===== config.mk =====
export PLATFORM = sky130hd
export DESIGN_NAME = encoder_angle_speed_estimator_core
export DESIGN_NICKNAME = d
export VERILOG_FILES = /design/src/hw/rtl/eas_pkg.sv /design/src/hw/rtl/encoder_angle_speed_estimator_core.sv /design/src/hw/rtl/eas_ring.sv /design/src/hw/rtl/eas_mul.sv /design/src/hw/rtl/eas_div.sv
export SDC_FILE = /design/constraint.sdc
export NUM_CORES = 2
export LEC_CHECK = 0
export BUFFER_PORTS_ARGS = -buffer_cell sky130_fd_sc_hd__buf_2
export CAP_MARGIN = 20
export CORE_MARGIN = 8
export CORE_UTILIZATION = 47
export CTS_BUF_LIST = sky130_fd_sc_hd__clkbuf_8 sky130_fd_sc_hd__clkbuf_16
export DETAILED_ROUTE_END_ITERATION = 16
export MAX_ROUTING_LAYER = met4
export PLACE_DENSITY = 0.66
export SYNTH_ARGS = -nofsm -noshare
export SYNTH_HDL_FRONTEND = slang
export SYNTH_HIERARCHICAL = 1
export SYNTH_SLANG_ARGS = --single-unit

===== constraint.sdc =====
create_clock -name clk -period 15.48 [get_ports clk]
set_input_delay 3.096 -clock clk [delete_from_list [all_inputs] [get_ports clk]]
set_output_delay 3.096 -clock clk [all_outputs]
set_load 0.005 [all_outputs]

===== src/hw/rtl/eas_pkg.sv =====
package eas_pkg;

	localparam int HISTORY_DEPTH_DEF = 8;
	localparam int COUNT_BITS_DEF    = 16;

	localparam int FS_W    = 17;
	localparam int PP_W    = 7;
	localparam int SCALE_W = 32;
	localparam int CFG_W   = 32;
	localparam int VAR_W   = 32;
	localparam int ANG_W   = 16;
	localparam int SPD_W   = 32;
	localparam int D_W     = 18;

	localparam int MUL_A_W = 33;
	localparam int MUL_B_W = 26;
	localparam int MUL_P_W = MUL_A_W + MUL_B_W;

	typedef enum logic [2:0] {
		FUNC_MEASURE    = 3'd0,
		FUNC_RESEED     = 3'd1,
		FUNC_CAL_CLEAR  = 3'd2,
		FUNC_CAL_SAMPLE = 3'd3,
		FUNC_CAL_FINISH = 3'd4
	} func_t;

	typedef enum logic [1:0] {
		REG_FULL_SCALE  = 2'd0,
		REG_POLE_PAIRS  = 2'd1,
		REG_ANGLE_SCALE = 2'd2,
		REG_SPEED_SCALE = 2'd3
	} cfg_reg_t;

	typedef enum logic [3:0] {
		ST_IDLE,
		ST_M_ANG,
		ST_M_ELA,
		ST_M_SPD,
		ST_M_DPP,
		ST_M_ESP,
		ST_M_END,
		ST_SAMPLE,
		ST_FILL,
		ST_C_SUM,
		ST_C_DIVS,
		ST_C_WAITS,
		ST_C_SQ,
		ST_C_DIVQ,
		ST_C_WAITQ,
		ST_DONE
	} state_t;

	typedef struct packed {
		logic [2:0]  func;
		logic [15:0] encoder_count;
	} in_t;

	typedef struct packed {
		logic [ANG_W-1:0]        mech_angle;
		logic [ANG_W-1:0]        elec_angle;
		logic signed [SPD_W-1:0] mech_speed;
		logic signed [SPD_W-1:0] elec_speed;
		logic [15:0]             zero_offset;
		logic [VAR_W-1:0]        noise_variance;
	} out_t;

	typedef struct packed {
		logic fill;
		logic wr;
		logic rd;
	} ring_ctl_t;

	function automatic logic signed [SPD_W-1:0] sat32(input logic signed [MUL_P_W-1:0] p);
		logic signed [MUL_P_W-1:0] hi;
		logic signed [MUL_P_W-1:0] lo;
		hi = {{(MUL_P_W-SPD_W+1){1'b0}}, {(SPD_W-1){1'b1}}};
		lo = {{(MUL_P_W-SPD_W+1){1'b1}}, {(SPD_W-1){1'b0}}};
		if (p > hi) begin
			sat32 = {1'b0, {(SPD_W-1){1'b1}}};
		end else if (p < lo) begin
			sat32 = {1'b1, {(SPD_W-1){1'b0}}};
		end else begin
			sat32 = $signed(p[SPD_W-1:0]);
		end
	endfunction

endpackage


===== src/hw/rtl/encoder_angle_speed_estimator_core.sv =====
// Encoder angle and speed estimator. Each input beat carries an operation code and a raw
// count and yields exactly one output beat. A measure beat steps through the angle,
// electrical angle, speed, pole-pair speed, electrical speed and end states; reseed
// and calibration clear pass through a fill state, calibration sample through a sample
// state, an unknown code straight to done. Calibration finish walks the history ring twice
// through its single read port and runs two divisions by the depth as reciprocal
// multiplications, 16 dividend bits a cycle. A new beat is taken only while idle.
// Angle, speed and squared-deviation products share one registered multiplier that the
// sequencer steps through in turn.
// The history ring resets through per-entry valid bits, so no clearing pass follows reset.
// Configuration writes take effect at once and must only arrive while the block is idle.
module encoder_angle_speed_estimator_core #(
	parameter int HISTORY_DEPTH = eas_pkg::HISTORY_DEPTH_DEF,
	parameter int COUNT_BITS    = eas_pkg::COUNT_BITS_DEF
) (
	input  logic                      clk,
	input  logic                      arst_n,
	input  logic                      in_valid,
	output logic                      in_stall,
	input  eas_pkg::in_t              in_data,
	output logic                      out_valid,
	input  logic                      out_stall,
	output eas_pkg::out_t             out_data,
	input  logic                      cfg_wr_en,
	input  eas_pkg::cfg_reg_t         cfg_index,
	input  logic [eas_pkg::CFG_W-1:0] cfg_data
);

	import eas_pkg::*;

	localparam int AW    = $clog2(HISTORY_DEPTH);
	localparam int CW    = $clog2(HISTORY_DEPTH + 2);
	localparam int ACC_W = 2 * COUNT_BITS + $clog2(HISTORY_DEPTH);
	localparam int E_W   = COUNT_BITS + 1;

	logic [FS_W-1:0]    full_scale_q;
	logic [PP_W-1:0]    pole_pairs_q;
	logic [SCALE_W-1:0] angle_scale_q;
	logic [SCALE_W-1:0] speed_scale_q;

	state_t state_q;
	state_t state_d;

	logic [2:0]               func_q;
	logic [COUNT_BITS-1:0]    count_q;
	logic [COUNT_BITS-1:0]    pos_q;
	logic signed [D_W-1:0]    d_q;
	logic [AW-1:0]            idx_q;
	logic [CW-1:0]            cnt_q;
	logic                     rdv_q;
	logic                     pv_q;
	logic [ACC_W-1:0]         acc_q;
	logic [COUNT_BITS-1:0]    zero_q;
	logic [VAR_W-1:0]         var_q;
	logic [ANG_W-1:0]         mech_angle_q;
	logic [ANG_W-1:0]         elec_angle_q;
	logic signed [SPD_W-1:0]  mech_speed_q;
	logic signed [SPD_W-1:0]  elec_speed_q;
	logic                     out_valid_q;
	out_t                     out_q;

	ring_ctl_t                ring_ctl;
	logic [AW-1:0]            rd_addr;
	logic [AW-1:0]            wr_addr;
	logic [COUNT_BITS-1:0]    wr_data;
	logic [COUNT_BITS-1:0]    fill_value;
	logic [COUNT_BITS-1:0]    ring_rd;
	logic signed [MUL_A_W-1:0] mul_a;
	logic signed [MUL_B_W-1:0] mul_b;
	logic signed [MUL_P_W-1:0] prod_s1;
	logic                     div_start;
	logic                     div_done;
	logic [ACC_W-1:0]         div_quot;

	logic                     in_accept;
	logic                     out_load;
	logic [COUNT_BITS-1:0]    count_in;
	logic [AW-1:0]            idx_next;
	logic                     cnt_lt;
	logic signed [D_W-1:0]    d_raw;
	logic signed [D_W-1:0]    d_fold;
	logic signed [D_W-1:0]    fs_s;
	logic signed [D_W-1:0]    half_s;
	logic signed [E_W-1:0]    e_val;

	eas_ring #(
		.DEPTH (HISTORY_DEPTH),
		.W     (COUNT_BITS)
	) u_ring (
		.clk        (clk),
		.arst_n     (arst_n),
		.ctl        (ring_ctl),
		.fill_value (fill_value),
		.wr_addr    (wr_addr),
		.wr_data    (wr_data),
		.rd_addr    (rd_addr),
		.rd_data    (ring_rd)
	);

	eas_mul u_mul (
		.clk     (clk),
		.a       (mul_a),
		.b       (mul_b),
		.prod_s1 (prod_s1)
	);

	eas_div #(
		.DIVISOR (HISTORY_DEPTH),
		.W       (ACC_W)
	) u_div (
		.clk      (clk),
		.arst_n   (arst_n),
		.start    (div_start),
		.dividend (acc_q),
		.done     (div_done),
		.quotient (div_quot)
	);

	assign in_accept = in_valid && !in_stall;
	assign out_load  = (state_q == ST_DONE) && (!out_valid_q || !out_stall);
	assign count_in  = in_data.encoder_count[COUNT_BITS-1:0];
	assign idx_next  = (idx_q == AW'(HISTORY_DEPTH - 1)) ? '0 : idx_q + AW'(1);
	assign cnt_lt    = cnt_q < CW'(HISTORY_DEPTH);
	assign d_raw     = $signed(D_W'(pos_q)) - $signed(D_W'(ring_rd));
	assign fs_s      = $signed(D_W'(full_scale_q));
	assign half_s    = $signed(D_W'(full_scale_q[FS_W-1:1]));
	assign e_val     = $signed(E_W'(ring_rd)) - $signed(E_W'(zero_q));

	always_comb begin
		d_fold = d_raw;
		priority if (d_raw > 0 && d_raw >= half_s) begin
			d_fold = d_raw - fs_s;
		end else if (d_raw < 0 && d_raw <= -half_s) begin
			d_fold = d_raw + fs_s;
		end else begin
			d_fold = d_raw;
		end
	end

	always_comb begin
		state_d = state_q;
		unique case (state_q)
			ST_IDLE: begin
				if (in_accept) begin
					unique case (in_data.func)
						FUNC_MEASURE:    state_d = ST_M_ANG;
						FUNC_RESEED:     state_d = ST_FILL;
						FUNC_CAL_CLEAR:  state_d = ST_FILL;
						FUNC_CAL_SAMPLE: state_d = ST_SAMPLE;
						FUNC_CAL_FINISH: state_d = ST_C_SUM;
						default:         state_d = ST_DONE;
					endcase
				end
			end
			ST_M_ANG:   state_d = ST_M_ELA;
			ST_M_ELA:   state_d = ST_M_SPD;
			ST_M_SPD:   state_d = ST_M_DPP;
			ST_M_DPP:   state_d = ST_M_ESP;
			ST_M_ESP:   state_d = ST_M_END;
			ST_M_END:   state_d = ST_DONE;
			ST_SAMPLE:  state_d = ST_DONE;
			ST_FILL:    state_d = ST_DONE;
			ST_C_SUM: begin
				if (cnt_q == CW'(HISTORY_DEPTH)) begin
					state_d = ST_C_DIVS;
				end
			end
			ST_C_DIVS:  state_d = ST_C_WAITS;
			ST_C_WAITS: begin
				if (div_done) begin
					state_d = ST_C_SQ;
				end
			end
			ST_C_SQ: begin
				if (cnt_q == CW'(HISTORY_DEPTH + 1)) begin
					state_d = ST_C_DIVQ;
				end
			end
			ST_C_DIVQ:  state_d = ST_C_WAITQ;
			ST_C_WAITQ: begin
				if (div_done) begin
					state_d = ST_FILL;
				end
			end
			ST_DONE: begin
				if (out_load) begin
					state_d = ST_IDLE;
				end
			end
		endcase
	end

	always_comb begin
		in_stall   = 1'b1;
		ring_ctl   = '0;
		rd_addr    = idx_q;
		wr_addr    = idx_q;
		wr_data    = pos_q;
		fill_value = '0;
		mul_a      = '0;
		mul_b      = '0;
		div_start  = 1'b0;
		unique case (state_q)
			ST_IDLE: begin
				in_stall    = 1'b0;
				ring_ctl.rd = 1'b1;
			end
			ST_M_ANG: begin
				ring_ctl.wr = 1'b1;
				mul_a       = $signed(MUL_A_W'(angle_scale_q));
				mul_b       = $signed(MUL_B_W'(pos_q));
			end
			ST_M_ELA: begin
				mul_a = $signed(MUL_A_W'(prod_s1[31:0]));
				mul_b = $signed(MUL_B_W'(pole_pairs_q));
			end
			ST_M_SPD: begin
				mul_a = $signed(MUL_A_W'(speed_scale_q));
				mul_b = MUL_B_W'(d_q);
			end
			ST_M_DPP: begin
				mul_a = $signed(MUL_A_W'(pole_pairs_q));
				mul_b = MUL_B_W'(d_q);
			end
			ST_M_ESP: begin
				mul_a = $signed(MUL_A_W'(speed_scale_q));
				mul_b = $signed(prod_s1[MUL_B_W-1:0]);
			end
			ST_SAMPLE: begin
				ring_ctl.wr = 1'b1;
				wr_data     = count_q;
			end
			ST_FILL: begin
				ring_ctl.fill = 1'b1;
				fill_value    = (func_q == FUNC_CAL_CLEAR) ? '0 : count_q - zero_q;
			end
			ST_C_SUM: begin
				rd_addr     = cnt_q[AW-1:0];
				ring_ctl.rd = cnt_lt;
			end
			ST_C_DIVS: div_start = 1'b1;
			ST_C_SQ: begin
				rd_addr     = cnt_q[AW-1:0];
				ring_ctl.rd = cnt_lt;
				mul_a       = MUL_A_W'(e_val);
				mul_b       = MUL_B_W'(e_val);
			end
			ST_C_DIVQ: div_start = 1'b1;
			default: begin
			end
		endcase
	end

	always_ff @(posedge clk or negedge arst_n) begin
		if (!arst_n) begin
			state_q       <= ST_IDLE;
			full_scale_q  <= FS_W'(16384);
			pole_pairs_q  <= PP_W'(1);
			angle_scale_q <= SCALE_W'(262144);
			speed_scale_q <= '0;
			idx_q         <= '0;
			cnt_q         <= '0;
			rdv_q         <= 1'b0;
			pv_q          <= 1'b0;
			zero_q        <= '0;
			var_q         <= '0;
			out_valid_q   <= 1'b0;
		end else begin
			state_q <= state_d;
			if (cfg_wr_en) begin
				unique case (cfg_index)
					REG_FULL_SCALE:  full_scale_q  <= cfg_data[FS_W-1:0];
					REG_POLE_PAIRS:  pole_pairs_q  <= cfg_data[PP_W-1:0];
					REG_ANGLE_SCALE: angle_scale_q <= cfg_data[SCALE_W-1:0];
					REG_SPEED_SCALE: speed_scale_q <= cfg_data[SCALE_W-1:0];
				endcase
			end
			unique case (state_q)
				ST_IDLE: begin
					if (in_accept) begin
						cnt_q <= '0;
						rdv_q <= 1'b0;
						pv_q  <= 1'b0;
					end
				end
				ST_M_ANG:  idx_q <= idx_next;
				ST_SAMPLE: idx_q <= idx_next;
				ST_FILL:   idx_q <= '0;
				ST_C_SUM: begin
					cnt_q <= cnt_q + CW'(1);
					rdv_q <= cnt_lt;
				end
				ST_C_WAITS: begin
					if (div_done) begin
						zero_q <= div_quot[COUNT_BITS-1:0];
						cnt_q  <= '0;
						rdv_q  <= 1'b0;
						pv_q   <= 1'b0;
					end
				end
				ST_C_SQ: begin
					cnt_q <= cnt_q + CW'(1);
					rdv_q <= cnt_lt;
					pv_q  <= rdv_q;
				end
				ST_C_WAITQ: begin
					if (div_done) begin
						var_q <= VAR_W'(div_quot);
					end
				end
				default: begin
				end
			endcase
			if (out_load) begin
				out_valid_q <= 1'b1;
			end else if (!out_stall) begin
				out_valid_q <= 1'b0;
			end
		end
	end

	always_ff @(posedge clk) begin
		unique case (state_q)
			ST_IDLE: begin
				if (in_accept) begin
					func_q       <= in_data.func;
					count_q      <= count_in;
					pos_q        <= count_in - zero_q;
					acc_q        <= '0;
					mech_angle_q <= '0;
					elec_angle_q <= '0;
					mech_speed_q <= '0;
					elec_speed_q <= '0;
				end
			end
			ST_M_ANG: d_q          <= d_fold;
			ST_M_ELA: mech_angle_q <= prod_s1[31:16];
			ST_M_SPD: elec_angle_q <= prod_s1[31:16];
			ST_M_DPP: mech_speed_q <= sat32(prod_s1);
			ST_M_END: elec_speed_q <= sat32(prod_s1);
			ST_C_SUM: begin
				if (rdv_q) begin
					acc_q <= acc_q + ACC_W'(ring_rd);
				end
			end
			ST_C_WAITS: begin
				if (div_done) begin
					acc_q <= '0;
				end
			end
			ST_C_SQ: begin
				if (pv_q) begin
					acc_q <= acc_q + prod_s1[ACC_W-1:0];
				end
			end
			default: begin
			end
		endcase
		if (out_load) begin
			out_q.mech_angle     <= mech_angle_q;
			out_q.elec_angle     <= elec_angle_q;
			out_q.mech_speed     <= mech_speed_q;
			out_q.elec_speed     <= elec_speed_q;
			out_q.zero_offset    <= 16'(zero_q);
			out_q.noise_variance <= var_q;
		end
	end

	assign out_valid = out_valid_q;
	assign out_data  = out_q;

	a_nonmeasure_zero: assert property (@(posedge clk) disable iff (!arst_n)
		(state_q == ST_DONE && func_q != FUNC_MEASURE) |->
		(mech_angle_q == '0 && elec_angle_q == '0 && mech_speed_q == '0 && elec_speed_q == '0))
		else $error("non-measure result carries angle or speed");

	a_out_from_done: assert property (@(posedge clk) disable iff (!arst_n)
		$rose(out_valid_q) |-> $past(state_q == ST_DONE))
		else $error("result raised outside the done state");

	a_div_done_wait: assert property (@(posedge clk) disable iff (!arst_n)
		div_done |-> (state_q == ST_C_WAITS || state_q == ST_C_WAITQ))
		else $error("divider finished while not awaited");

	a_idx_range: assert property (@(posedge clk) disable iff (!arst_n)
		idx_q <= AW'(HISTORY_DEPTH - 1))
		else $error("ring index beyond depth");

endmodule


===== src/hw/rtl/eas_ring.sv =====
module eas_ring #(
	parameter int DEPTH = eas_pkg::HISTORY_DEPTH_DEF,
	parameter int W     = eas_pkg::COUNT_BITS_DEF,
	localparam int AW   = $clog2(DEPTH)
) (
	input  logic               clk,
	input  logic               arst_n,
	input  eas_pkg::ring_ctl_t ctl,
	input  logic [W-1:0]       fill_value,
	input  logic [AW-1:0]      wr_addr,
	input  logic [W-1:0]       wr_data,
	input  logic [AW-1:0]      rd_addr,
	output logic [W-1:0]       rd_data
);

	logic [W-1:0]     mem [DEPTH];
	logic [DEPTH-1:0] valid_q;
	logic [W-1:0]     fill_q;
	logic [W-1:0]     mem_rd_q;
	logic             hit_q;
	logic [W-1:0]     fill_rd_q;

	always_ff @(posedge clk) begin
		if (ctl.wr) begin
			mem[wr_addr] <= wr_data;
		end
	end

	always_ff @(posedge clk) begin
		if (ctl.rd) begin
			mem_rd_q  <= mem[rd_addr];
			hit_q     <= valid_q[rd_addr];
			fill_rd_q <= fill_q;
		end
	end

	always_ff @(posedge clk or negedge arst_n) begin
		if (!arst_n) begin
			valid_q <= '0;
			fill_q  <= '0;
		end else if (ctl.fill) begin
			valid_q <= '0;
			fill_q  <= fill_value;
		end else if (ctl.wr) begin
			valid_q[wr_addr] <= 1'b1;
		end
	end

	assign rd_data = hit_q ? mem_rd_q : fill_rd_q;

endmodule


===== src/hw/rtl/eas_mul.sv =====
module eas_mul (
	input  logic                                 clk,
	input  logic signed [eas_pkg::MUL_A_W-1:0]   a,
	input  logic signed [eas_pkg::MUL_B_W-1:0]   b,
	output logic signed [eas_pkg::MUL_P_W-1:0]   prod_s1
);

	always_ff @(posedge clk) begin
		prod_s1 <= a * b;
	end

endmodule


===== src/hw/rtl/eas_div.sv =====
module eas_div #(
	parameter int DIVISOR = eas_pkg::HISTORY_DEPTH_DEF,
	parameter int W       = 2 * eas_pkg::COUNT_BITS_DEF + $clog2(eas_pkg::HISTORY_DEPTH_DEF)
) (
	input  logic         clk,
	input  logic         arst_n,
	input  logic         start,
	input  logic [W-1:0] dividend,
	output logic         done,
	output logic [W-1:0] quotient
);

	localparam int LW  = $clog2(DIVISOR);
	localparam int K   = W + LW;
	localparam int M_W = W + 1;
	localparam int DIG = 16;
	localparam int NCH = (W + DIG - 1) / DIG;
	localparam int XW  = NCH * DIG;
	localparam int PW  = XW + M_W + LW;
	localparam int CW  = $clog2(NCH + 1);

	localparam logic [M_W-1:0] RECIP = M_W'(((64'd1 << K) / 64'(DIVISOR)) + 64'd1);

	logic               busy_q;
	logic               done_q;
	logic [CW-1:0]      cnt_q;
	logic [XW-1:0]      num_q;
	logic [PW-1:0]      acc_q;
	logic [DIG+M_W-1:0] part;

	assign part = (DIG+M_W)'(num_q[XW-1 -: DIG]) * (DIG+M_W)'(RECIP);

	always_ff @(posedge clk or negedge arst_n) begin
		if (!arst_n) begin
			busy_q <= 1'b0;
			done_q <= 1'b0;
			cnt_q  <= '0;
		end else begin
			done_q <= 1'b0;
			if (start) begin
				busy_q <= 1'b1;
				cnt_q  <= CW'(NCH);
			end else if (busy_q) begin
				cnt_q <= cnt_q - CW'(1);
				if (cnt_q == CW'(1)) begin
					busy_q <= 1'b0;
					done_q <= 1'b1;
				end
			end
		end
	end

	always_ff @(posedge clk) begin
		if (start) begin
			acc_q <= '0;
			num_q <= XW'(dividend);
		end else if (busy_q) begin
			acc_q <= {acc_q[PW-DIG-1:0], {DIG{1'b0}}} + PW'(part);
			num_q <= {num_q[XW-DIG-1:0], {DIG{1'b0}}};
		end
	end

	assign done     = done_q;
	assign quotient = acc_q[K +: W];

endmodule


-- Word level (Yosys, flattened, before mapping)
Memories as Yosys holds them, arrays and structs flattened. A register that Yosys moved wholly into a read port is not among the register bits.
Index checks and enable logic that the tools add are counted.
- add/subtract/negate cells: 13
- $mul: 2
- order comparisons: 10
- equality and inequality tests: 36
- muxes and demuxes: 64
- bitwise gates (word level): 1
- reductions and logical operators: 43
- operator list (kind ; number):
    2-to-1 mux 35 bit ; 6
    one-hot mux 33 bit (5 select lines) ; 1
    one-hot mux 35 bit (4 select lines) ; 1
    one-hot mux 26 bit (5 select lines) ; 1
    one-hot mux 32 bit (2 select lines) ; 2
    2-to-1 mux 32 bit ; 3
    2-to-1 mux 16 bit ; 5
    adder 70 x 52 -> 70 bit ; 1
    one-hot mux 16 bit (2 select lines) ; 2
    greater-than comparator 59 x 32 -> 1 bit, second input constant ; 1
    < comparator 59 x 32 -> 1 bit, second input constant ; 1
    multiplier 33 x 26 -> 59 bit ; 1
    one-hot mux 4 bit (14 select lines) ; 1
    multiplier 16 x 36 -> 52 bit, second input constant ; 1
    == test 4 bit, second input constant ; 10
    2-to-1 mux 18 bit ; 2
    adder 35 x 16 -> 35 bit ; 1
    adder 35 bit ; 1
    subtractor 16 x 16 -> 17 bit ; 2
    2-to-1 mux 4 bit ; 8
    subtractor 16 bit ; 2
    AND reduction 2 bit ; 11
    adder 17 x 18 -> 18 bit ; 1
    less-or-equal comparator 17 x 18 -> 1 bit ; 1
    other kinds (47) ; 103
- register bits: 700
- bits in writable memories: 128
- input bits: 58
- output and inout bits: 146
- word-level logic and storage cells: 208
- memories: 1
- memory list (name ; words ; width ; read ports ; clocked after Yosys merged registers in ; write ports ; RTL line ; source):
    u_ring.mem ; 8 ; 16 ; 1 ; 1 ; 1 ; eas_ring.sv:16 ; logic [W-1:0] mem [DEPTH];

-- Depth between registers and ports, before layout
- word-level depth: 7
- depth in mapped cells: 44
- depth with buffers taken out: 40

-- Modules after synthesis
Netlist, hierarchy kept.
- by module, submodules not included (module ; instances ; cells each ; area each (um^2)):
    eas_mul ; 1 ; 3397 ; 31306.3
    encoder_angle_speed_estimator_core ; 1 ; 2249 ; 25575.8
    eas_ring ; 1 ; 316 ; 7118.1
    eas_div ; 1 ; 647 ; 6541.3

-- Worst setup path before layout
No wires, ideal clock.
- path kind: input port to flip-flop
- start point: input port out_stall
- end point: register state_q[3]
- setup time: 0.586 ns
- arrival: 13.833 ns
- required time: 14.894 ns
- setup slack: 1.061 ns
- cell stages on the path: 3
- cells stage by stage: nand2_1 -> nor3b_1 -> o21ai_0
- longest elaborated chain between the ends: 5
- RTL lines (what ; RTL line ; source):
    from (decl) ; encoder_angle_speed_estimator_core.sv:22 ; input logic out_stall,
    logical NOT 1 bit ; n/a ;
    logical OR 1 bit ; encoder_angle_speed_estimator_core.sv:120 ; assign out_load = (state_q == ST_DONE) && (!out_valid_q || !out_stall);
    logical AND 1 bit ; encoder_angle_speed_estimator_core.sv:120 ;
    via out_load ; encoder_angle_speed_estimator_core.sv:76 ; logic out_load;
    != test 2 bit (no source line) ; n/a ;
    AND reduction 6 bit (no source line) ; n/a ;
    to (signal assigned) ; encoder_angle_speed_estimator_core.sv:269 ; state_q <= state_d;
    to (decl) ; encoder_angle_speed_estimator_core.sv:41 ; state_t state_q;
The timed path passes the listed nets, and every way through them passes these cells.
A chain may end at the register's enable or synchronous reset.

-- Worst setup path in the final report
- start point: register u_ring.hit_q
- end point: register u_mul/prod_s1[58] in the netlist's numbering
- longest elaborated chain between the ends: 4
- elaborated cells between the ends (all ways): 5
- those cells by class: add/sub: 1; mul: 1; mux: 3
- RTL lines (what ; RTL line ; source):
    from (decl) ; eas_ring.sv:20 ; logic hit_q;
    from (signal assigned) ; eas_ring.sv:32 ; hit_q <= valid_q[rd_addr];
    2-to-1 mux 16 bit ; eas_ring.sv:49 ; assign rd_data = hit_q ? mem_rd_q : fill_rd_q;
    via ring_rd[0] ; encoder_angle_speed_estimator_core.sv:67 ; logic [COUNT_BITS-1:0] ring_rd;
    subtractor 16 x 16 -> 17 bit ; encoder_angle_speed_estimator_core.sv:127 ; assign e_val = $signed(E_W'(ring_rd)) - $signed(E_W'(zero_q));
    one-hot mux 33 bit (5 select lines) ; encoder_angle_speed_estimator_core.sv:203 ; unique case (state_q)
    via mul_a[32] ; encoder_angle_speed_estimator_core.sv:68 ; logic signed [MUL_A_W-1:0] mul_a;
    multiplier 33 x 26 -> 59 bit ; eas_mul.sv:9 ; prod_s1 <= a * b;
    to (signal assigned) ; eas_mul.sv:9 ;
    to (decl) ; eas_mul.sv:5 ; output logic signed [eas_pkg::MUL_P_W-1:0] prod_s1
The timed path passes the listed nets, and every way through them passes these cells.

==> run metrics <==
site row count=142; Port Buf Inserts=203; YS warnings=6; most frequent cells in the layout=1070 x inv_1, 887 x fa_1, 702 x nand2_1, 524 x edfxtp_1, 405 x and2_1; RSZ-0062 raised after global routing=false; Die H=403 um; Mapped Area=0.0703 mm^2; Setup Buffers After CTS=0; ANT nets after route=0; CP max stage delay=1.23 ns; Iteration-0 DRC Markers=4997; crit path DAT=12.08 ns; Skew-Pair Late Insertion Delay=0.70 ns; max-cap violations=0; crit path capture type=flip-flop; min cycle time layout=11.52 ns; Worst path top cell family by delay=adder cells; GRT overflow=0; min-delay src=elec_speed_q[30]; Chip Width=403 um; slowest CP cell=fa_1; Pre-antenna DRT Iters=9; Final setup viols=0; initial antenna violation count=16; Hold Fails Final Rpt=0; Finished Core Util=51.1%; Slew Viols, Final=0; PostCTS Resize Cnt=0; crit-path max FO=27; most common cell after layout, fill and taps aside=inv_1; f_max=86.8 MHz; largest net degree at the start of global routing=84; Gate Count Post-Synth=6582; RR Startpoint=u_ring/hit_q; Worst Hold Class=reg2reg; Total Wirelength=205000 um; Tot GR Track Use=25.7%; Starting Density=47.1%; first-pass GRT wire length=312000 um; critical path startpoint category=flip-flop; post-route insts no fill=8698; number of cells after detailed placement=8516; Fin Setup TNS=0 ns; TritonCTS Sinks=844; mean number of vias per cell=5.73; kind of critical path=reg2reg; Layout Nets=7984; CTS Buf Count=90; hold_ws=0.418 ns; area delta synth->final=8.51%; drt wl/cell=23.6 um; # DRC=0; I/O Pins=204; vias in the first global route=51100; Hold-fix buffers, CTS=0; status=finished clean; r2r setup slk=3.96 ns; Worst Max-Slew Pin Slew=1.11 ns; Final Cycle Share=74.4%; CTS tree=yes; CTS root buffer=clkbuf_16; Clock Path Buffers=3; GPL Wtd Cong=0.937; Synth Net Count=7902; core area=0.149 mm^2; Setup crit start=u_ring/hit_q; routed vias=49800; CP Buf/Inv Count=5; DP HPWL=153000 um; DIE AREA=0.162 mm^2; share of cells above drive strength 1=11.0%; clock-pin slew on the worst setup and hold paths=0.06 ns; most used cell along the critical path=fa_1; Post-Syn Area per Cell=10.7 um^2; H-tree depth=3; worst path required time=16.04 ns; Slew HR=25.7%; clock skew=0.0312 ns
[routing by layer]
metal	part of all wire [%]	track usage, %	wire, um	up-vias
li1	-	-	-	21700
met1	43	36.1	88200	25300
met2	44	37.5	89600	2422
met3	10	5.62	21100	390
met4	3.1	7.70	6380	0
met5	0	-	0	-
[final timing paths]
path,cells past startpoint,endpoint
worst max-delay path,34,u_mul/prod_s1[58]
worst min-delay path,0,out_data[78]
worst max register to register,34,u_mul/prod_s1[58]
worst min register to register,0,out_data[78]
max in group asynchronous,3,u_div/busy_q
min in group asynchronous,1,full_scale_q[16]
[registers in the layout, summed over array words and instances (netlist names), 17 cells and up]
register / cells
out_data: 144
u_ring/mem: 128
u_div/acc_q: 70
u_mul/prod_s1: 59
u_div/num_q: 48
acc_q: 35
angle_scale_q: 32
elec_speed_q: 32
mech_speed_q: 32
speed_scale_q: 32
var_q: 32
d_q: 18
full_scale_q: 17
[layout make-up]
type	instances	area (um^2)
fill	13300	72900
multi-input combinational	4372	42100
sequential	844	23000
inverter	1047	3930
tap	1944	2430
clock buffer	98	2400
timing repair buffer	309	1820
clock inverter	68	533
antenna	16	40.0
[stage by stage]
| stage | area (um^2) | setup slack (ns) |
|---|---|---|
| 5_1_grt | 76300 | 3.19 |
| 3_5_place_dp | 73300 | 4.08 |
| 2_1_floorplan | 70300 | 1.06 |
| 4_1_cts | 76300 | 4.05 |
| 3_3_place_gp | 73300 | 4.38 |
| 6_report | 76300 | 3.96 |
Power is left out: the tool's default activity adds up to more than one toggle a clock period on the data nets, which glitch-free logic cannot reach.
